<file path="src/ata_psr_pkg.sv">
// package for the ata pio sector read sequencer
// types, codes and constants shared by the controller, datapath and top level
// no dependencies
`default_nettype none
package ata_psr_pkg;

    localparam int SECTOR_WORDS     = 256;
    localparam int BUSY_POLL_LIMIT  = 500000;
    localparam int READY_POLL_LIMIT = 1000;
    localparam int RETRY_LIMIT      = 255;

    localparam int POLL_W  = 20;
    localparam int WORD_W  = 9;
    localparam int RETRY_W = 8;
    localparam int LBA_W   = 28;
    localparam int GEOM_W  = 13;
    localparam int DCNT_W  = 5;

    localparam logic [1:0] OP_START  = 2'd0;
    localparam logic [1:0] OP_STATUS = 2'd1;
    localparam logic [1:0] OP_DATA   = 2'd2;

    localparam logic [1:0] KIND_WRITE = 2'd0;
    localparam logic [1:0] KIND_READ  = 2'd1;
    localparam logic [1:0] KIND_WORD  = 2'd2;
    localparam logic [1:0] KIND_DONE  = 2'd3;

    localparam logic [2:0] REG_DATA       = 3'd0;
    localparam logic [2:0] REG_COUNT      = 3'd2;
    localparam logic [2:0] REG_SECTOR     = 3'd3;
    localparam logic [2:0] REG_CYL_LO     = 3'd4;
    localparam logic [2:0] REG_CYL_HI     = 3'd5;
    localparam logic [2:0] REG_DRIVE_HEAD = 3'd6;
    localparam logic [2:0] REG_STATUS_CMD = 3'd7;

    localparam logic [2:0] CC_OK            = 3'd0;
    localparam logic [2:0] CC_READY_TIMEOUT = 3'd1;
    localparam logic [2:0] CC_BUSY_TIMEOUT  = 3'd2;
    localparam logic [2:0] CC_DEVICE_ERROR  = 3'd3;
    localparam logic [2:0] CC_OVERRUN       = 3'd4;
    localparam logic [2:0] CC_RETRIES       = 3'd5;

    localparam logic [1:0] CFG_LBA_MODE     = 2'd0;
    localparam logic [1:0] CFG_DRIVE_SELECT = 2'd1;
    localparam logic [1:0] CFG_HEAD_COUNT   = 2'd2;
    localparam logic [1:0] CFG_SPT          = 2'd3;

    typedef struct packed {
        logic [1:0]  opcode;
        logic [27:0] block_address;
        logic [7:0]  command_code;
        logic        status_busy;
        logic        status_ready;
        logic        status_drq;
        logic        status_error;
        logic [15:0] read_word;
    } in_item_t;

    typedef struct packed {
        logic [1:0]  result_kind;
        logic [2:0]  register_offset;
        logic [15:0] write_value;
        logic [2:0]  completion_code;
        logic        last_of_run;
    } out_item_t;

    typedef enum logic [2:0] {
        PH_IDLE, PH_READY, PH_FIRST, PH_BUSY, PH_DATA, PH_DSTAT
    } phase_t;

    typedef enum logic [3:0] {
        ST_IDLE, ST_DECODE, ST_DIV1_START, ST_DIV1_WAIT, ST_DIV2_START, ST_DIV2_WAIT,
        ST_SEC, ST_CYLL, ST_CYLH, ST_DH, ST_CNT, ST_CMD, ST_REQ_STAT, ST_REQ_DATA,
        ST_WORD, ST_DONE
    } seq_t;

    typedef enum logic [3:0] {
        EM_NONE, EM_SEC, EM_CYLL, EM_CYLH, EM_DH, EM_CNT, EM_CMD, EM_REQ_STAT,
        EM_REQ_DATA, EM_WORD, EM_DONE
    } emit_t;

    typedef struct packed {
        logic       take;
        logic       load_start;
        logic       load_lba;
        logic       div_start;
        logic       div_second;
        logic       div1_latch;
        logic       div2_latch;
        logic       clr_poll;
        logic       inc_poll;
        logic       clr_word;
        logic       inc_word;
        logic       inc_retry;
        logic       emit_en;
        emit_t      emit;
        logic [2:0] code;
    } ctrl_cmd_t;

    typedef struct packed {
        logic [1:0] opcode;
        logic       busy;
        logic       ready;
        logic       drq;
        logic       err;
        logic       lba_mode;
        logic       geom_zero;
        logic       div_done;
        logic       poll_gt_ready;
        logic       poll_gt_busy;
        logic       word_full;
        logic       word_next_full;
        logic       word_over;
        logic       retry_next_full;
        logic       out_free;
    } dp_stat_t;

endpackage
`default_nettype wire

</file>
<file path="src/ata_psr_top.sv">
// ata pio sector read sequencer: one word in, up to six words out, one at a time
// a decode state comes first, then the result words, each emitted only while the output is free
// a chs start with nonzero geometry adds two divider passes before the first result
// input: the next word is stalled until the sequencing state machine is back in idle
// reset: asynchronous active low, clears configuration, phase, counters and output valid
// top level; depends on ata_psr_pkg, ata_psr_ctrl, ata_psr_dp
`default_nettype none
module ata_pio_sector_read_sequencer_top #(
    parameter int SECTOR_WORDS     = ata_psr_pkg::SECTOR_WORDS,
    parameter int BUSY_POLL_LIMIT  = ata_psr_pkg::BUSY_POLL_LIMIT,
    parameter int READY_POLL_LIMIT = ata_psr_pkg::READY_POLL_LIMIT,
    parameter int RETRY_LIMIT      = ata_psr_pkg::RETRY_LIMIT
) (
    input  wire logic                  clk,
    input  wire logic                  rst_n,
    input  wire logic                  cfg_write,
    input  wire logic [1:0]            cfg_index,
    input  wire logic [7:0]            cfg_data,
    input  wire logic                  in_valid,
    output logic                       in_stall,
    input  wire ata_psr_pkg::in_item_t in_item,
    output logic                       out_valid,
    input  wire logic                  out_stall,
    output ata_psr_pkg::out_item_t     out_item
);
    import ata_psr_pkg::*;

    ctrl_cmd_t cmd;
    dp_stat_t  stat;

    ata_psr_ctrl u_ctrl (
        .clk      (clk),
        .rst_n    (rst_n),
        .in_valid (in_valid),
        .in_stall (in_stall),
        .stat     (stat),
        .cmd      (cmd)
    );

    ata_psr_dp #(
        .SECTOR_WORDS     (SECTOR_WORDS),
        .BUSY_POLL_LIMIT  (BUSY_POLL_LIMIT),
        .READY_POLL_LIMIT (READY_POLL_LIMIT),
        .RETRY_LIMIT      (RETRY_LIMIT)
    ) u_dp (
        .clk       (clk),
        .rst_n     (rst_n),
        .cfg_write (cfg_write),
        .cfg_index (cfg_index),
        .cfg_data  (cfg_data),
        .in_item   (in_item),
        .out_stall (out_stall),
        .out_valid (out_valid),
        .out_item  (out_item),
        .cmd       (cmd),
        .stat      (stat)
    );
endmodule
`default_nettype wire

</file>
<file path="src/ata_psr_div.sv">
// iterative restoring divider, one quotient bit per cycle
// used for the chs conversion; depends on ata_psr_pkg
`default_nettype none
module ata_psr_div (
    input  wire logic        clk,
    input  wire logic        rst_n,
    input  wire logic        start,
    input  wire logic [27:0] dividend,
    input  wire logic [12:0] divisor,
    output logic      [27:0] quotient,
    output logic      [12:0] remainder,
    output logic             done
);
    import ata_psr_pkg::*;

    logic [LBA_W-1:0]  quo_reg;
    logic [GEOM_W-1:0] rem_reg;
    logic [GEOM_W-1:0] dvs_reg;
    logic [DCNT_W-1:0] cnt_reg;
    logic              run_reg;
    logic              done_reg;
    logic [GEOM_W:0]   trial;
    logic [GEOM_W:0]   diff;
    logic              ge;
    logic [GEOM_W-1:0] rem_next;

    always_comb
    begin
        trial    = {rem_reg, quo_reg[LBA_W-1]};
        diff     = trial - {1'b0, dvs_reg};
        ge       = trial >= {1'b0, dvs_reg};
        rem_next = ge ? diff[GEOM_W-1:0] : trial[GEOM_W-1:0];
    end

    always_ff @(posedge clk or negedge rst_n)
    begin
        if (!rst_n)
        begin
            run_reg  <= 1'b0;
            done_reg <= 1'b0;
            cnt_reg  <= '0;
        end
        else
        begin
            done_reg <= 1'b0;
            if (start)
            begin
                run_reg <= 1'b1;
                cnt_reg <= '0;
            end
            else if (run_reg)
            begin
                cnt_reg <= cnt_reg + 1'b1;
                if (cnt_reg == DCNT_W'(LBA_W - 1))
                begin
                    run_reg  <= 1'b0;
                    done_reg <= 1'b1;
                end
            end
        end
    end

    always_ff @(posedge clk)
    begin
        if (start)
        begin
            quo_reg <= dividend;
            rem_reg <= '0;
            dvs_reg <= divisor;
        end
        else if (run_reg)
        begin
            quo_reg <= {quo_reg[LBA_W-2:0], ge};
            rem_reg <= rem_next;
        end
    end

    assign quotient  = quo_reg;
    assign remainder = rem_reg;
    assign done      = done_reg;
endmodule
`default_nettype wire

</file>
<file path="src/ata_psr_dp.sv">
// datapath: configuration, item and address registers, counters, divider, output register
// depends on ata_psr_pkg and ata_psr_div
`default_nettype none
module ata_psr_dp #(
    parameter int SECTOR_WORDS     = ata_psr_pkg::SECTOR_WORDS,
    parameter int BUSY_POLL_LIMIT  = ata_psr_pkg::BUSY_POLL_LIMIT,
    parameter int READY_POLL_LIMIT = ata_psr_pkg::READY_POLL_LIMIT,
    parameter int RETRY_LIMIT      = ata_psr_pkg::RETRY_LIMIT
) (
    input  wire logic                   clk,
    input  wire logic                   rst_n,
    input  wire logic                   cfg_write,
    input  wire logic [1:0]             cfg_index,
    input  wire logic [7:0]             cfg_data,
    input  wire ata_psr_pkg::in_item_t  in_item,
    input  wire logic                   out_stall,
    output logic                        out_valid,
    output ata_psr_pkg::out_item_t      out_item,
    input  wire ata_psr_pkg::ctrl_cmd_t cmd,
    output ata_psr_pkg::dp_stat_t       stat
);
    import ata_psr_pkg::*;

    logic               lba_mode_reg;
    logic               drive_select_reg;
    logic [4:0]         head_count_reg;
    logic [7:0]         spt_reg;
    in_item_t           item_reg;
    logic [7:0]         held_cmd_reg;
    logic [POLL_W-1:0]  poll_reg;
    logic [WORD_W-1:0]  word_reg;
    logic [RETRY_W-1:0] retry_reg;
    logic [3:0]         head_latch_reg;
    logic [7:0]         sec_reg;
    logic [15:0]        cyl_reg;
    logic [GEOM_W-1:0]  rem1_reg;
    logic               out_valid_reg;
    out_item_t          out_reg;
    out_item_t          out_next;
    logic [GEOM_W-1:0]  geom_prod;
    logic [LBA_W-1:0]   div_dividend;
    logic [GEOM_W-1:0]  div_divisor;
    logic [LBA_W-1:0]   div_quo;
    logic [GEOM_W-1:0]  div_rem;
    logic               div_done;
    logic [RETRY_W:0]   retry_inc;
    logic [WORD_W:0]    word_inc;

    assign geom_prod    = GEOM_W'(head_count_reg * spt_reg);
    assign div_dividend = cmd.div_second ? LBA_W'(rem1_reg) : item_reg.block_address;
    assign div_divisor  = cmd.div_second ? GEOM_W'(spt_reg) : geom_prod;

    ata_psr_div u_div (
        .clk       (clk),
        .rst_n     (rst_n),
        .start     (cmd.div_start),
        .dividend  (div_dividend),
        .divisor   (div_divisor),
        .quotient  (div_quo),
        .remainder (div_rem),
        .done      (div_done)
    );

    always_ff @(posedge clk or negedge rst_n)
    begin
        if (!rst_n)
        begin
            lba_mode_reg     <= 1'b0;
            drive_select_reg <= 1'b0;
            head_count_reg   <= '0;
            spt_reg          <= '0;
        end
        else if (cfg_write)
        begin
            case (cfg_index)
                CFG_LBA_MODE:     lba_mode_reg     <= cfg_data[0];
                CFG_DRIVE_SELECT: drive_select_reg <= cfg_data[0];
                CFG_HEAD_COUNT:   head_count_reg   <= cfg_data[4:0];
                CFG_SPT:          spt_reg          <= cfg_data;
                default:          ;
            endcase
        end
    end

    always_ff @(posedge clk or negedge rst_n)
    begin
        if (!rst_n)
        begin
            held_cmd_reg   <= '0;
            poll_reg       <= '0;
            word_reg       <= '0;
            retry_reg      <= '0;
            head_latch_reg <= '0;
            out_valid_reg  <= 1'b0;
        end
        else
        begin
            if (cmd.load_start)
            begin
                held_cmd_reg <= item_reg.command_code;
            end
            if (cmd.load_start || cmd.clr_poll)
                poll_reg <= '0;
            else if (cmd.inc_poll)
                poll_reg <= poll_reg + 1'b1;
            if (cmd.load_start || cmd.clr_word)
                word_reg <= '0;
            else if (cmd.inc_word)
                word_reg <= word_reg + 1'b1;
            if (cmd.load_start)
                retry_reg <= '0;
            else if (cmd.inc_retry)
                retry_reg <= retry_reg + 1'b1;
            if (cmd.load_lba)
                head_latch_reg <= item_reg.block_address[27:24];
            else if (cmd.div2_latch)
                head_latch_reg <= div_quo[3:0];
            if (cmd.emit_en)
                out_valid_reg <= 1'b1;
            else if (!out_stall)
                out_valid_reg <= 1'b0;
        end
    end

    always_ff @(posedge clk)
    begin
        if (cmd.take)
            item_reg <= in_item;
        if (cmd.load_lba)
        begin
            sec_reg <= item_reg.block_address[7:0];
            cyl_reg <= item_reg.block_address[23:8];
        end
        if (cmd.div1_latch)
        begin
            cyl_reg  <= div_quo[15:0];
            rem1_reg <= div_rem;
        end
        if (cmd.div2_latch)
            sec_reg <= div_rem[7:0] + 8'd1;
        if (cmd.emit_en)
            out_reg <= out_next;
    end

    always_comb
    begin
        out_next = '0;
        case (cmd.emit)
            EM_SEC:
            begin
                out_next.result_kind     = KIND_WRITE;
                out_next.register_offset = REG_SECTOR;
                out_next.write_value     = {8'd0, sec_reg};
            end
            EM_CYLL:
            begin
                out_next.result_kind     = KIND_WRITE;
                out_next.register_offset = REG_CYL_LO;
                out_next.write_value     = {8'd0, cyl_reg[7:0]};
            end
            EM_CYLH:
            begin
                out_next.result_kind     = KIND_WRITE;
                out_next.register_offset = REG_CYL_HI;
                out_next.write_value     = {8'd0, cyl_reg[15:8]};
            end
            EM_DH:
            begin
                out_next.result_kind     = KIND_WRITE;
                out_next.register_offset = REG_DRIVE_HEAD;
                out_next.write_value     = {8'd0, 1'b1, lba_mode_reg, 1'b1, drive_select_reg,
                                            head_latch_reg};
            end
            EM_CNT:
            begin
                out_next.result_kind     = KIND_WRITE;
                out_next.register_offset = REG_COUNT;
                out_next.write_value     = 16'd1;
            end
            EM_CMD:
            begin
                out_next.result_kind     = KIND_WRITE;
                out_next.register_offset = REG_STATUS_CMD;
                out_next.write_value     = {8'd0, held_cmd_reg};
            end
            EM_REQ_STAT:
            begin
                out_next.result_kind     = KIND_READ;
                out_next.register_offset = REG_STATUS_CMD;
                out_next.last_of_run     = 1'b1;
            end
            EM_REQ_DATA:
            begin
                out_next.result_kind     = KIND_READ;
                out_next.register_offset = REG_DATA;
                out_next.last_of_run     = 1'b1;
            end
            EM_WORD:
            begin
                out_next.result_kind     = KIND_WORD;
                out_next.write_value     = item_reg.read_word;
            end
            EM_DONE:
            begin
                out_next.result_kind     = KIND_DONE;
                out_next.completion_code = cmd.code;
                out_next.last_of_run     = 1'b1;
            end
            default: ;
        endcase
    end

    assign retry_inc = {1'b0, retry_reg} + 1'b1;
    assign word_inc  = {1'b0, word_reg} + 1'b1;

    always_comb
    begin
        stat.opcode          = item_reg.opcode;
        stat.busy            = item_reg.status_busy;
        stat.ready           = item_reg.status_ready;
        stat.drq             = item_reg.status_drq;
        stat.err             = item_reg.status_error;
        stat.lba_mode        = lba_mode_reg;
        stat.geom_zero       = (head_count_reg == '0) || (spt_reg == '0);
        stat.div_done        = div_done;
        stat.poll_gt_ready   = poll_reg > POLL_W'(READY_POLL_LIMIT);
        stat.poll_gt_busy    = poll_reg > POLL_W'(BUSY_POLL_LIMIT);
        stat.word_full       = word_reg >= WORD_W'(SECTOR_WORDS);
        stat.word_next_full  = word_inc >= (WORD_W + 1)'(SECTOR_WORDS);
        stat.word_over       = word_inc > (WORD_W + 1)'(SECTOR_WORDS);
        stat.retry_next_full = retry_inc >= (RETRY_W + 1)'(RETRY_LIMIT);
        stat.out_free        = !out_valid_reg || !out_stall;
    end

    assign out_valid = out_valid_reg;
    assign out_item  = out_reg;
endmodule
`default_nettype wire

</file>
<file path="src/ata_psr_ctrl.sv">
// controller: sequencing state machine and protocol phase
// drives datapath commands from datapath status; depends on ata_psr_pkg
`default_nettype none
module ata_psr_ctrl (
    input  wire logic                  clk,
    input  wire logic                  rst_n,
    input  wire logic                  in_valid,
    output logic                       in_stall,
    input  wire ata_psr_pkg::dp_stat_t stat,
    output ata_psr_pkg::ctrl_cmd_t     cmd
);
    import ata_psr_pkg::*;

    seq_t       state_reg, state_next;
    phase_t     phase_reg, phase_next;
    logic [2:0] code_reg, code_next;

    logic       dec_inc_poll, dec_clr_poll, dec_inc_word, dec_clr_word, dec_inc_retry;
    logic       dec_load_start, dec_load_lba;
    logic       ab_word_full;

    always_ff @(posedge clk or negedge rst_n)
    begin
        if (!rst_n)
        begin
            state_reg <= ST_IDLE;
            phase_reg <= PH_IDLE;
            code_reg  <= CC_OK;
        end
        else
        begin
            state_reg <= state_next;
            phase_reg <= phase_next;
            code_reg  <= code_next;
        end
    end

    // next state, phase and decode actions
    always_comb
    begin
        state_next     = state_reg;
        phase_next     = phase_reg;
        code_next      = code_reg;
        dec_inc_poll   = 1'b0;
        dec_clr_poll   = 1'b0;
        dec_inc_word   = 1'b0;
        dec_clr_word   = 1'b0;
        dec_inc_retry  = 1'b0;
        dec_load_start = 1'b0;
        dec_load_lba   = 1'b0;
        ab_word_full   = stat.word_full;
        case (state_reg)
            ST_IDLE:
                if (in_valid)
                    state_next = ST_DECODE;
            ST_DECODE:
            begin
                state_next = ST_IDLE;
                case (stat.opcode)
                    OP_START:
                        if (phase_reg == PH_IDLE)
                        begin
                            dec_load_start = 1'b1;
                            dec_load_lba   = stat.lba_mode;
                            phase_next     = PH_READY;
                            if (stat.lba_mode)
                                state_next = ST_SEC;
                            else if (stat.geom_zero)
                                state_next = ST_DH;
                            else
                                state_next = ST_DIV1_START;
                        end
                    OP_STATUS:
                    begin
                        case (phase_reg)
                            PH_READY:
                                if (stat.poll_gt_ready)
                                begin
                                    code_next  = CC_READY_TIMEOUT;
                                    phase_next = PH_IDLE;
                                    state_next = ST_DONE;
                                end
                                else if (stat.ready)
                                begin
                                    phase_next = PH_FIRST;
                                    state_next = ST_CMD;
                                end
                                else
                                begin
                                    dec_inc_poll = 1'b1;
                                    state_next   = ST_REQ_STAT;
                                end
                            PH_FIRST:
                                if (stat.busy)
                                begin
                                    dec_clr_poll = 1'b1;
                                    phase_next   = PH_BUSY;
                                    state_next   = ST_REQ_STAT;
                                end
                            PH_BUSY:
                                if (stat.poll_gt_busy)
                                begin
                                    code_next  = CC_BUSY_TIMEOUT;
                                    phase_next = PH_IDLE;
                                    state_next = ST_DONE;
                                end
                                else if (stat.busy)
                                begin
                                    dec_inc_poll = 1'b1;
                                    state_next   = ST_REQ_STAT;
                                end
                            PH_DSTAT:
                                if (stat.err)
                                begin
                                    code_next  = CC_DEVICE_ERROR;
                                    phase_next = PH_IDLE;
                                    state_next = ST_DONE;
                                end
                                else
                                begin
                                    dec_inc_word = 1'b1;
                                    ab_word_full = stat.word_next_full;
                                    if (stat.word_over)
                                    begin
                                        code_next  = CC_OVERRUN;
                                        phase_next = PH_IDLE;
                                        state_next = ST_DONE;
                                    end
                                end
                            default: ;
                        endcase
                        // end of busy wait or good data status: data request, end of sector or retry
                        if (((phase_reg == PH_FIRST) && !stat.busy) ||
                            ((phase_reg == PH_BUSY) && !stat.poll_gt_busy && !stat.busy) ||
                            ((phase_reg == PH_DSTAT) && !stat.err && !stat.word_over))
                        begin
                            if (stat.drq)
                            begin
                                phase_next = PH_DATA;
                                state_next = ST_REQ_DATA;
                            end
                            else if (ab_word_full)
                            begin
                                code_next  = CC_OK;
                                phase_next = PH_IDLE;
                                state_next = ST_DONE;
                            end
                            else
                            begin
                                dec_inc_retry = 1'b1;
                                if (stat.retry_next_full)
                                begin
                                    code_next  = CC_RETRIES;
                                    phase_next = PH_IDLE;
                                    state_next = ST_DONE;
                                end
                                else
                                begin
                                    dec_clr_word = 1'b1;
                                    phase_next   = PH_FIRST;
                                    state_next   = ST_REQ_STAT;
                                end
                            end
                        end
                    end
                    OP_DATA:
                        if (phase_reg == PH_DATA)
                        begin
                            phase_next = PH_DSTAT;
                            state_next = ST_WORD;
                        end
                    default: ;
                endcase
            end
            ST_DIV1_START: state_next = ST_DIV1_WAIT;
            ST_DIV1_WAIT:
                if (stat.div_done)
                    state_next = ST_DIV2_START;
            ST_DIV2_START: state_next = ST_DIV2_WAIT;
            ST_DIV2_WAIT:
                if (stat.div_done)
                    state_next = ST_SEC;
            ST_SEC:      if (stat.out_free) state_next = ST_CYLL;
            ST_CYLL:     if (stat.out_free) state_next = ST_CYLH;
            ST_CYLH:     if (stat.out_free) state_next = ST_DH;
            ST_DH:       if (stat.out_free) state_next = ST_CNT;
            ST_CNT:      if (stat.out_free) state_next = ST_REQ_STAT;
            ST_CMD:      if (stat.out_free) state_next = ST_REQ_STAT;
            ST_WORD:     if (stat.out_free) state_next = ST_REQ_STAT;
            ST_REQ_STAT: if (stat.out_free) state_next = ST_IDLE;
            ST_REQ_DATA: if (stat.out_free) state_next = ST_IDLE;
            ST_DONE:     if (stat.out_free) state_next = ST_IDLE;
            default:     state_next = ST_IDLE;
        endcase
    end

    // outputs
    always_comb
    begin
        cmd            = '0;
        cmd.emit       = EM_NONE;
        cmd.code       = code_reg;
        cmd.take       = (state_reg == ST_IDLE) && in_valid;
        cmd.load_start = dec_load_start;
        cmd.load_lba   = dec_load_lba;
        cmd.clr_poll   = dec_clr_poll;
        cmd.inc_poll   = dec_inc_poll;
        cmd.clr_word   = dec_clr_word;
        cmd.inc_word   = dec_inc_word;
        cmd.inc_retry  = dec_inc_retry;
        in_stall       = state_reg != ST_IDLE;
        case (state_reg)
            ST_DIV1_START: cmd.div_start = 1'b1;
            ST_DIV1_WAIT:  cmd.div1_latch = stat.div_done;
            ST_DIV2_START:
            begin
                cmd.div_start  = 1'b1;
                cmd.div_second = 1'b1;
            end
            ST_DIV2_WAIT:
            begin
                cmd.div_second = 1'b1;
                cmd.div2_latch = stat.div_done;
            end
            ST_SEC:      cmd.emit = EM_SEC;
            ST_CYLL:     cmd.emit = EM_CYLL;
            ST_CYLH:     cmd.emit = EM_CYLH;
            ST_DH:       cmd.emit = EM_DH;
            ST_CNT:      cmd.emit = EM_CNT;
            ST_CMD:      cmd.emit = EM_CMD;
            ST_WORD:     cmd.emit = EM_WORD;
            ST_REQ_STAT: cmd.emit = EM_REQ_STAT;
            ST_REQ_DATA: cmd.emit = EM_REQ_DATA;
            ST_DONE:     cmd.emit = EM_DONE;
            default: ;
        endcase
        cmd.emit_en = (cmd.emit != EM_NONE) && stat.out_free;
    end
endmodule
`default_nettype wire

</file>
<file path="config.mk">
export PLATFORM = sky130hd
export DESIGN_NAME = ata_pio_sector_read_sequencer_top
export DESIGN_NICKNAME = d
export VERILOG_FILES = /design/src/ata_psr_pkg.sv /design/src/ata_psr_top.sv /design/src/ata_psr_div.sv /design/src/ata_psr_dp.sv /design/src/ata_psr_ctrl.sv
export SDC_FILE = /design/constraint.sdc
export NUM_CORES = 1
export LEC_CHECK = 0
export BUFFER_PORTS_ARGS = -buffer_cell sky130_fd_sc_hd__buf_2
export CORE_MARGIN = 2
export CORE_UTILIZATION = 41
export DETAILED_ROUTE_END_ITERATION = 7
export PLACE_DENSITY = 0.67
export SLEW_MARGIN = 25
export SYNTH_ARGS = -nofsm -noshare
export SYNTH_HDL_FRONTEND = slang
export SYNTH_SLANG_ARGS = --single-unit
</file>
<file path="constraint.sdc">
create_clock -name clk -period 7.6 [get_ports clk]
set_input_delay 0.76 -clock clk [delete_from_list [all_inputs] [get_ports clk]]
set_output_delay 0.76 -clock clk [all_outputs]
set_load 0.05 [all_outputs]
</file>
Word level (Yosys, flattened, before mapping)
Index checks and enable logic that the tools add are counted.
{ "word_totals": {"reg_bits": 256, "inputBits": 73, "output_inout_bits": 27, "elab_cells": 273} }
{ "op_classes": {"n_addsub": 8, "mul": 1, "n_lt_le_gt_ge": 7, "n_eq_ne": 53, "mux": 120, "reduce_logical": 48} }
{ "op_table": {"columns": ["cell", "n"], "rows": [
  ["case mux 16 bit (7 select lines)", 1],
  ["2-to-1 mux 4 bit", 23],
  ["2-to-1 mux 28 bit", 3],
  ["2-to-1 mux 3 bit", 20],
  ["case mux 4 bit (12 select lines)", 1],
  ["2-to-1 mux 1 bit", 47],
  ["== test 4 bit (second input constant)", 11],
  ["2-to-1 mux 20 bit", 2],
  ["2-to-1 mux 8 bit", 5],
  ["case mux 4 bit (10 select lines)", 1],
  ["== test 4 x 3 -> 1 bit (second input constant)", 8],
  ["2-to-1 mux 16 bit", 2],
  ["!= test 2 x 1 -> 1 bit (second input constant)", 11],
  ["adder 20 x 1 -> 20 bit (second input constant)", 1],
  ["> comparator 20 x 10 -> 1 bit (second input constant)", 1],
  ["> comparator 20 x 19 -> 1 bit (second input constant)", 1],
  ["2-to-1 mux 9 bit", 2],
  ["case mux 3 bit (3 select lines)", 2],
  ["case mux 3 bit (6 select lines)", 1],
  ["AND reduction 9 bit", 2],
  ["adder 8 x 1 -> 8 bit (second input constant)", 2],
  ["== test 4 x 2 -> 1 bit (second input constant)", 4],
  ["case mux 4 bit (4 select lines)", 1],
  ["greater-or-equal comparator 14 x 13 -> 1 bit", 1],
  ["42 further kinds", 84]
]} }

Depth between registers and ports, before layout
Gate-level depths: netlist of run 1.
{ "depth": {"word_depth": 13, "ltp_mapped": 15, "depth_no_buf": 14} }

Modules after synthesis
A second synthesis of run 1 with hierarchy kept.
{ "hier_totals": {"hier_cells": 1221, "area_unflattened_um2": 13889.6} }
{ "by_module_without_submodules": {"columns": ["module", "instances", "cells_per_inst", "area_per_inst_um2", "seq_area_each_um2"], "rows": [
  ["ata_psr_dp", 1, 774, 9391.5, 5230.0],
  ["ata_psr_div", 1, 257, 3111.7, 1666.6],
  ["ata_psr_ctrl", 1, 190, 1386.3, 250.2]
]} }

Least setup slack after synthesis of run 1
OpenSTA, ideal clock, no wires.
{ "synth_path": {"kind": "register -> register", "from": "register u_dp.head_count_reg[4]", "to": "register u_dp.u_div.dvs_reg[12], data pin", "setup_ps": 260, "arrival_time_ps": 3893, "required_ps": 7340, "slack_ps": 3447, "path_stages_with_launch": 15, "path_buffers": 1, "period_less_slack_ps": 4153, "cell_sequence": "dfrtp_1 > clkbuf_1 > nand2_1 > fa_1 > fa_1 > fa_1 > inv_1 > ha_1 > a21o_1 > a21oi_1 > nor2b_1 > o21a_1 > o41ai_1 > o21ai_0 > mux2_2"} }
{ "synth_via": {"elab_chain_cells": 1} }
{ "synth_lines": {"columns": ["item", "line_no", "rtl"], "rows": [
  ["start, declared", "ata_psr_dp.sv:26", "logic [4:0] head_count_reg;"],
  ["start signal, assigned", "ata_psr_dp.sv:78", "CFG_HEAD_COUNT: head_count_reg <= cfg_data[4:0];"],
  ["multiplier 5 x 8 -> 13 bit", "ata_psr_dp.sv:49", "assign geom_prod = GEOM_W'(head_count_reg * spt_reg);"],
  ["end signal, assigned", "ata_psr_div.sv:69", "dvs_reg <= divisor;"],
  ["end, declared", "ata_psr_div.sv:18", "logic [GEOM_W-1:0] dvs_reg;"]
]} }
Every way passes these cells.
A chain may end at the register's enable or synchronous reset.

Worst setup path in the final report of run 1
Same ends and word-level chain as after synthesis.

==> out/qor.log, run 1 <==
[floorplanning] Row Count 67
[timing] setup repair after global routing missed its margin false
[grt] number of global-route vias before repair 9774
[timing] Max-slew headroom 0.361
[clock_tree] depth of the CTS H-tree 1
[worst_setup_path] Worst EP arrival 4.62 ns
[worst_setup_path] register-to-register path setup slack 3.27 ns
[grt] remaining global-route overflow 0
[synthesis] ranking of synthesized cells by instance count 161 x sky130_fd_sc_hd__edfxtp_1, 127 x sky130_fd_sc_hd__nand2_1, 94 x sky130_fd_sc_hd__nor2_1
[place] gpl congestion 0.856
[grt] GRT Util Overall 0.185
[worst_setup_path] Worst EP required 7.89 ns
[worst_setup_path] critical path type reg2reg
[place] hpwl dp 23100 um
[grt] largest net degree at the start of global routing 59
[synthesis] most repeated cell in the gate-level netlist after synthesis sky130_fd_sc_hd__edfxtp_1
[timing] Period Utilization, post-route 0.570
[timing] number of max-slew violations in the final report 0
[power_and_ir_drop] Reg power frac 0.383
[clock_tree] Post CTS Setup Buffer Count 0
[worst_setup_path] Crit Path Max Fanout 10
[cells_and_area] total area of multi-input combinational cells 6180 um^2
[synthesis] sequential cell area fraction in the yosys report 0.520
[clock_tree] number of cells upsized or downsized after cts 0
[synthesis] cell area after technology mapping 13700 um^2
[floorplanning] IO Pins 100
[timing] setup TNS 0 ns
[route] 1st-pass router iterations 5
[synthesis] Mapped Nets 1384
[power_and_ir_drop] part of the power in the clock network 0.245
[run_status] outcome finished, final reports clean
[clock_tree] number of CTS-inserted buffers 29
[timing] clock tree skew after final layout 0.0224 ns
[place] number of I/O port buffers 99
[timing] slew at the pin with the worst max-slew slack 0.956 ns
[route] number of vias after detailed routing 9987
[synthesis] top cell type by total area after synthesis sky130_fd_sc_hd__edfxtp_1
[power_and_ir_drop] share of total power consumed by net switching 0.379
[place] pre-CTS setup slack 3.30 ns
[timing] final hold violations 0
[hold_path] class of the tightest hold or removal check in2async
[timing] min setup slack post-route 3.27 ns
[cells_and_area] count of inserted antenna diode cells 0
[clock_tree] number of sinks driven by the clock tree 256
[clock_tree] later-pin clock latency in the skew report 0.56 ns
[synthesis] library cells used by synthesis 80
[power_and_ir_drop] leakage power total 6.36 nW
[route] DR WL/cell 18.0 um
[worst_setup_path] reg-to-reg critical path startpoint u_dp.head_count_reg[4]
[clock_tree] TritonCTS clock tree done
[route] DRC marker count from the first detailed-route iteration 888
[clock_tree] clock input transition at the sequential cells of the worst setup and hold paths 0.06 ns
[synthesis] number of synthesized flops with an enable pin 161
[floorplanning] die boundary height 187 um
[power_and_ir_drop] switching power of the nets 2.32 mW
[power_and_ir_drop] P per Cell Area 390 nW/um^2
[grt] first-pass GRT wire length 52200 um
[power_and_ir_drop] P_int 3.80 mW
[timing] count of final setup violators 0
[worst_setup_path] CP endpoint kind flip-flop
[cells_and_area] number of nets in the layout 1467
[cells_and_area] number of filler instances in the final layout 3038
[cells_and_area] area overhead of the layout relative to synthesis 14.2%
[synthesis] average instance area after synthesis 11.0 um^2
[floorplanning] effective utilization at floorplan 0.413
[flow_run] Max-Cap Viols 0
[floorplanning] Chip Width 187 um
[grt] antenna violations before repair 0
[synthesis] Area contributors post-synth sky130_fd_sc_hd__edfxtp_1 35%, sky130_fd_sc_hd__dfrtp_1 15%, sky130_fd_sc_hd__ha_1 4.2%
[route] via-per-instance ratio 5.55
[clock_tree] number of hold buffers added after cts 0
[worst_setup_path] startpoint of the worst setup timing path u_dp.head_count_reg[4]
[cells_and_area] register area 7150 um^2
[route] final wirelength 32400 um
[route] residual DRC count 0
[power_and_ir_drop] share of power burned in combinational logic 0.373
[synthesis] most common flop cell mapped by yosys sky130_fd_sc_hd__edfxtp_1
[synthesis] top cell type's share of synthesized area 0.352
[synthesis] total of warnings raised by yosys 0
[route] antenna-violating nets left 0
[synthesis] total of flip-flops plus latches after synthesis 256
[timing] Max Freq 231 MHz
[synthesis] number of standard cells after synthesis 1246
[floorplanning] floorplan die area 35000 um^2
[synthesis] async set-reset flop share out of synthesis 0.320
[power_and_ir_drop] IR drop worst, VDD 243 uV
[clock_tree] buffer depth of the longest clock path 3
[timing] final critical path time including I/O delays and setup 4.33 ns
[clock_tree] clock root buffer master sky130_fd_sc_hd__clkbuf_16
[floorplanning] area of the core region 33300 um^2
[worst_setup_path] crit start category flip-flop
[cells_and_area] share of cells above drive strength 1 0.168
[cells_and_area] flip-flop count of the largest register after layout 52
==> path summary, 6_finish.rpt <==
path,to,depth (start not counted)
max in group asynchronous,u_dp.u_div.done,2
setup / recovery,u_dp.u_div.dvs_reg[12],13
min in group clk,u_dp.item_reg[0],1
hold / removal,u_dp.poll_reg[15],1
setup reg to reg,u_dp.u_div.dvs_reg[12],13
hold reg to reg,u_ctrl.code_reg[0],2
==> logic make-up after synthesis <==
| kind of cell | count (synthesis) | share of synthesized area |
|---|---|---|
| adder cells (fa/ha/maj) | 65 | 0.0696 |
| multiplexers | 82 | 0.0645 |
| XOR/XNOR | 42 | 0.0268 |
| flip-flops | 256 | 0.520 |
| buffers and inverters | 114 | 0.0311 |
| AND/OR/NAND/NOR | 411 | 0.148 |
| AO/OA/AOI/OAI | 276 | 0.140 |
==> power groups by stage <==
stage / clock [mW] / sequential (mW) / combinational [mW]
finish: 1.50 / 2.34 / 2.28
global route: 1.58 / 2.38 / 2.56
CTS: 1.53 / 2.34 / 2.28
detailed placement: 0 / 2.36 / 2.27
global placement: 0 / 2.35 / 2.23
floorplan: 0 / 2.35 / 1.66
==> final cells by class <==
class / instances / share of cell area
sequential: 256 / 0.455
multi-input combinational: 876 / 0.394
clock buffer: 36 / 0.0492
timing repair buffer: 108 / 0.0360
tap: 448 / 0.0357
clock inverter: 17 / 0.0161
inverter: 58 / 0.0139
==> through the flow <==
step	total power, mW	hold slack (ns)	cells	area, um^2	utilization
2_1_floorplan	4.02	0.446	1246	13700	-
5_1_grt	6.53	0.151	1799	15700	0.472
6_report	6.11	0.130	1799	15700	0.472
4_1_cts	6.15	0.127	1799	15700	0.472
3_3_place_gp	4.58	0.469	1746	14700	0.441
3_5_place_dp	4.63	0.470	1746	14700	0.441
==> critical path, stage by stage (launching register included) <==
cell	delay (ns)
sky130_fd_sc_hd__dfrtp_1	0.51
sky130_fd_sc_hd__nand2_1	0.13
sky130_fd_sc_hd__fa_1	0.52
sky130_fd_sc_hd__fa_1	0.51
sky130_fd_sc_hd__fa_1	0.55
sky130_fd_sc_hd__inv_1	0.04
sky130_fd_sc_hd__ha_1	0.33
sky130_fd_sc_hd__a21o_1	0.17
sky130_fd_sc_hd__a21oi_1	0.21
sky130_fd_sc_hd__nor2b_1	0.08
sky130_fd_sc_hd__o21a_1	0.19
sky130_fd_sc_hd__o41ai_1	0.38
sky130_fd_sc_hd__o21ai_0	0.18
sky130_fd_sc_hd__mux2_2	0.29
==> placed cells by master (no fill, tap or decap), drive strengths merged, types with 31 or more instances in the layout <==
master	instances
nand2	127
edfxtp	161
o21ai	68
nor2	94
mux2	52
a21oi	50
ha	46
clkbuf	36
and2	31
nand3	36
buf	108
dfrtp	82
inv	59
==> routing by layer <==
metal	vias up	GRT usage	wire length [um]
li1	4790	-	-
met1	4868	0.259	14900
met2	259	0.296	14900
met3	70	0.0236	1460
met4	0	0.0623	1120
met5	-	0	0
Note: power is estimated with default switching activity, not from simulation.
==> run 2: changes to the inputs <==
==> constraint.sdc (replaced) <==
create_clock -name clk -period 4.5 [get_ports clk]
set_input_delay 0.45 -clock clk [delete_from_list [all_inputs] [get_ports clk]]
set_output_delay 0.45 -clock clk [all_outputs]
set_load 0.05 [all_outputs]
==> run 2 against run 1 <==
Compared with the run above: register-to-register slack lost 2.9 ns; worst hold slack worse by 0.057 ns; critical path type unchanged; clock skew fell by 0.0094 ns; clock power up 57%.
==> out/qor.log, run 2 (synthesis results as in run 1) <==
[route] via-per-instance ratio 5.53
[hold_path] Worst Hold Path Cells 1
[cells_and_area] leading cell types in the layout, fill and taps excluded 161 x sky130_fd_sc_hd__edfxtp_1, 127 x sky130_fd_sc_hd__nand2_1, 98 x sky130_fd_sc_hd__buf_2
[route] number of vias after detailed routing 10000
[power_and_ir_drop] IR drop worst, VDD 358 uV
[timing] final hold violations 0
[cells_and_area] area overhead of the layout relative to synthesis 14.4%
[worst_setup_path] critical path type reg2reg
[place] instance count after placement with tap cells included 1755
[floorplanning] floorplan die area 35000 um^2
[worst_setup_path] crit start category flip-flop
[cells_and_area] share of cells above drive strength 1 0.171
[grt] remaining global-route overflow 0
[grt] antenna violations before repair 0
[timing] final critical path time including I/O delays and setup 4.16 ns
[clock_tree] number of sinks driven by the clock tree 256
[timing] number of max-slew violations in the final report 0
[floorplanning] effective utilization at floorplan 0.413
[place] gpl congestion 0.860
[clock_tree] TritonCTS clock tree done
[timing] slew at the pin with the worst max-slew slack 0.921 ns
[timing] setup repair after global routing missed its margin false
[clock_tree] clock root buffer master sky130_fd_sc_hd__clkbuf_16
[route] DRC marker count from the first detailed-route iteration 760
[worst_setup_path] Crit Path Max Fanout 7
[worst_setup_path] reg-to-reg critical path startpoint u_dp.spt_reg[0]
[power_and_ir_drop] Final Total Pwr 10.2 mW
[route] DR WL/cell 18.1 um
[timing] Max-slew headroom 0.384
[place] hpwl dp 23400 um
[worst_setup_path] worst r2r dst u_dp.u_div.dvs_reg[12]
[worst_setup_path] cell-by-cell listing of the critical path nand2_1, fa_1, fa_1, fa_1, inv_1, ha_1, a21o_1, a21oi_1, nor2b_1, o21a_1, o41ai_2, o21ai_0, mux2_2
[route] final wirelength 32700 um
[timing] count of final setup violators 0
[power_and_ir_drop] leakage power total 6.40 nW
[power_and_ir_drop] P per Cell Area 650 nW/um^2
[worst_setup_path] Worst EP arrival 4.46 ns
[cells_and_area] flip-flop count of the largest register after layout 52
[clock_tree] later-pin clock latency in the skew report 0.55 ns
[hold_path] class of the tightest hold or removal check in2reg
[worst_setup_path] cell occurring most often along the worst timing path sky130_fd_sc_hd__fa_1
[grt] number of global-route vias before repair 9976
[worst_setup_path] CP endpoint kind flip-flop
[cells_and_area] number of nets in the layout 1477
[cells_and_area] count of inserted antenna diode cells 0
[route] residual DRC count 0
[floorplanning] area of the core region 33300 um^2
[grt] largest net degree at the start of global routing 48
[timing] clock tree skew after final layout 0.0130 ns
[route] 1st-pass router iterations 5
[run_status] outcome finished, final reports clean
[flow_run] Max-Cap Viols 0
[clock_tree] clock input transition at the sequential cells of the worst setup and hold paths 0.06 ns
[worst_setup_path] Reg2Reg Depth 13
[clock_tree] buffer depth of the longest clock path 3
[timing] setup TNS 0 ns
[worst_setup_path] Worst EP required 4.80 ns
[grt] first-pass GRT wire length 53600 um
[cells_and_area] most common cell after layout, fill and taps aside sky130_fd_sc_hd__edfxtp_1
[place] number of I/O port buffers 99
[worst_setup_path] end point of the critical path u_dp.u_div.dvs_reg[12]
[worst_setup_path] startpoint of the worst setup timing path u_dp.spt_reg[0]
[worst_setup_path] highest cell delay on the worst timing path 0.54 ns
[floorplanning] Row Count 67
[floorplanning] IO Pins 100
[worst_setup_path] register-to-register path setup slack 0.34 ns
[clock_tree] depth of the CTS H-tree 1
[worst_setup_path] Crit-path slowest cell sky130_fd_sc_hd__fa_1
[clock_tree] number of CTS-inserted buffers 29
[route] antenna-violating nets left 0
[grt] GRT Util Overall 0.189
[timing] Max Freq 240 MHz
[cells_and_area] non-filler instance count after layout 1810
[floorplanning] die boundary height 187 um
[floorplanning] Chip Width 187 um
[timing] Period Utilization, post-route 0.925
[run 2: cell type report]
type / count / area [um^2]
clock buffer: 41 / 802
clock inverter: 13 / 146
fill: 3060 / 17600
inverter: 58 / 218
multi-input combinational: 876 / 6200
sequential: 256 / 7150
tap: 448 / 561
timing repair buffer: 118 / 643
[run 2: power by group]
part           leakage [nW]  switching (mW)  total, mW  internal, mW
Combinational          3.25            2.41       3.92          1.52
Sequential             2.68           0.575       3.94          3.36
Clock                 0.462           0.945       2.36          1.41
Total                  6.40            3.93       10.2          6.29
[run 2: how the worst min path moves through the flow]
| stage | start | to | slack, ns |
|---|---|---|---|
| floorplan | rst_n | u_ctrl.code_reg[0] | 0.15 |
| global placement | rst_n | u_dp.poll_reg[16] | 0.45 |
| detailed placement | rst_n | u_dp.poll_reg[15] | 0.46 |
| CTS | in_item[35] | u_dp.item_reg[35] | 0.05 |
| global route | in_item[49] | u_dp.item_reg[49] | 0.05 |
| finish | in_item[7] | u_dp.item_reg[7] | 0.07 |
[run 2: repair_timing]
action / CTS / global route
hold buffers: 1 / 0
endpoints found under the hold margin: 35 / 0
gates resized for setup: 0 / 2
setup buffers: 0 / 0
endpoints found under the setup margin: 0 / 2
[run 2: critical path, delay by kind of cell, from the launching register on]
kind            cells  cell delay, ns
compound gates      5            1.00
fa+ha+maj           4            1.92
buf+inv             1            0.05
flops               1            0.45
mux                 1            0.29
simple gates        2            0.20
[run 2: routing by layer]
metal  GRT usage  wire, um  up-vias  share of wire
li1            -         -     4803              -
met1       0.264     15100     4902           0.46
met2       0.310     15400      258           0.47
met3      0.0253      1460       46          0.045
met4      0.0504       780        0          0.024
met5           0         0        -              0
[run 2: metrics by stage]
stage	setup slack [ns]	hold WS (ns)	util	area, um^2
final	0.336	0.0727	0.472	15700
after global routing	0.155	0.0457	0.472	15700
after CTS	0.173	0.0458	0.472	15700
after detailed placement	0.201	0.457	0.443	14700
after global placement	0.258	0.450	0.443	14700
after floorplan	0.347	0.154	-	13700
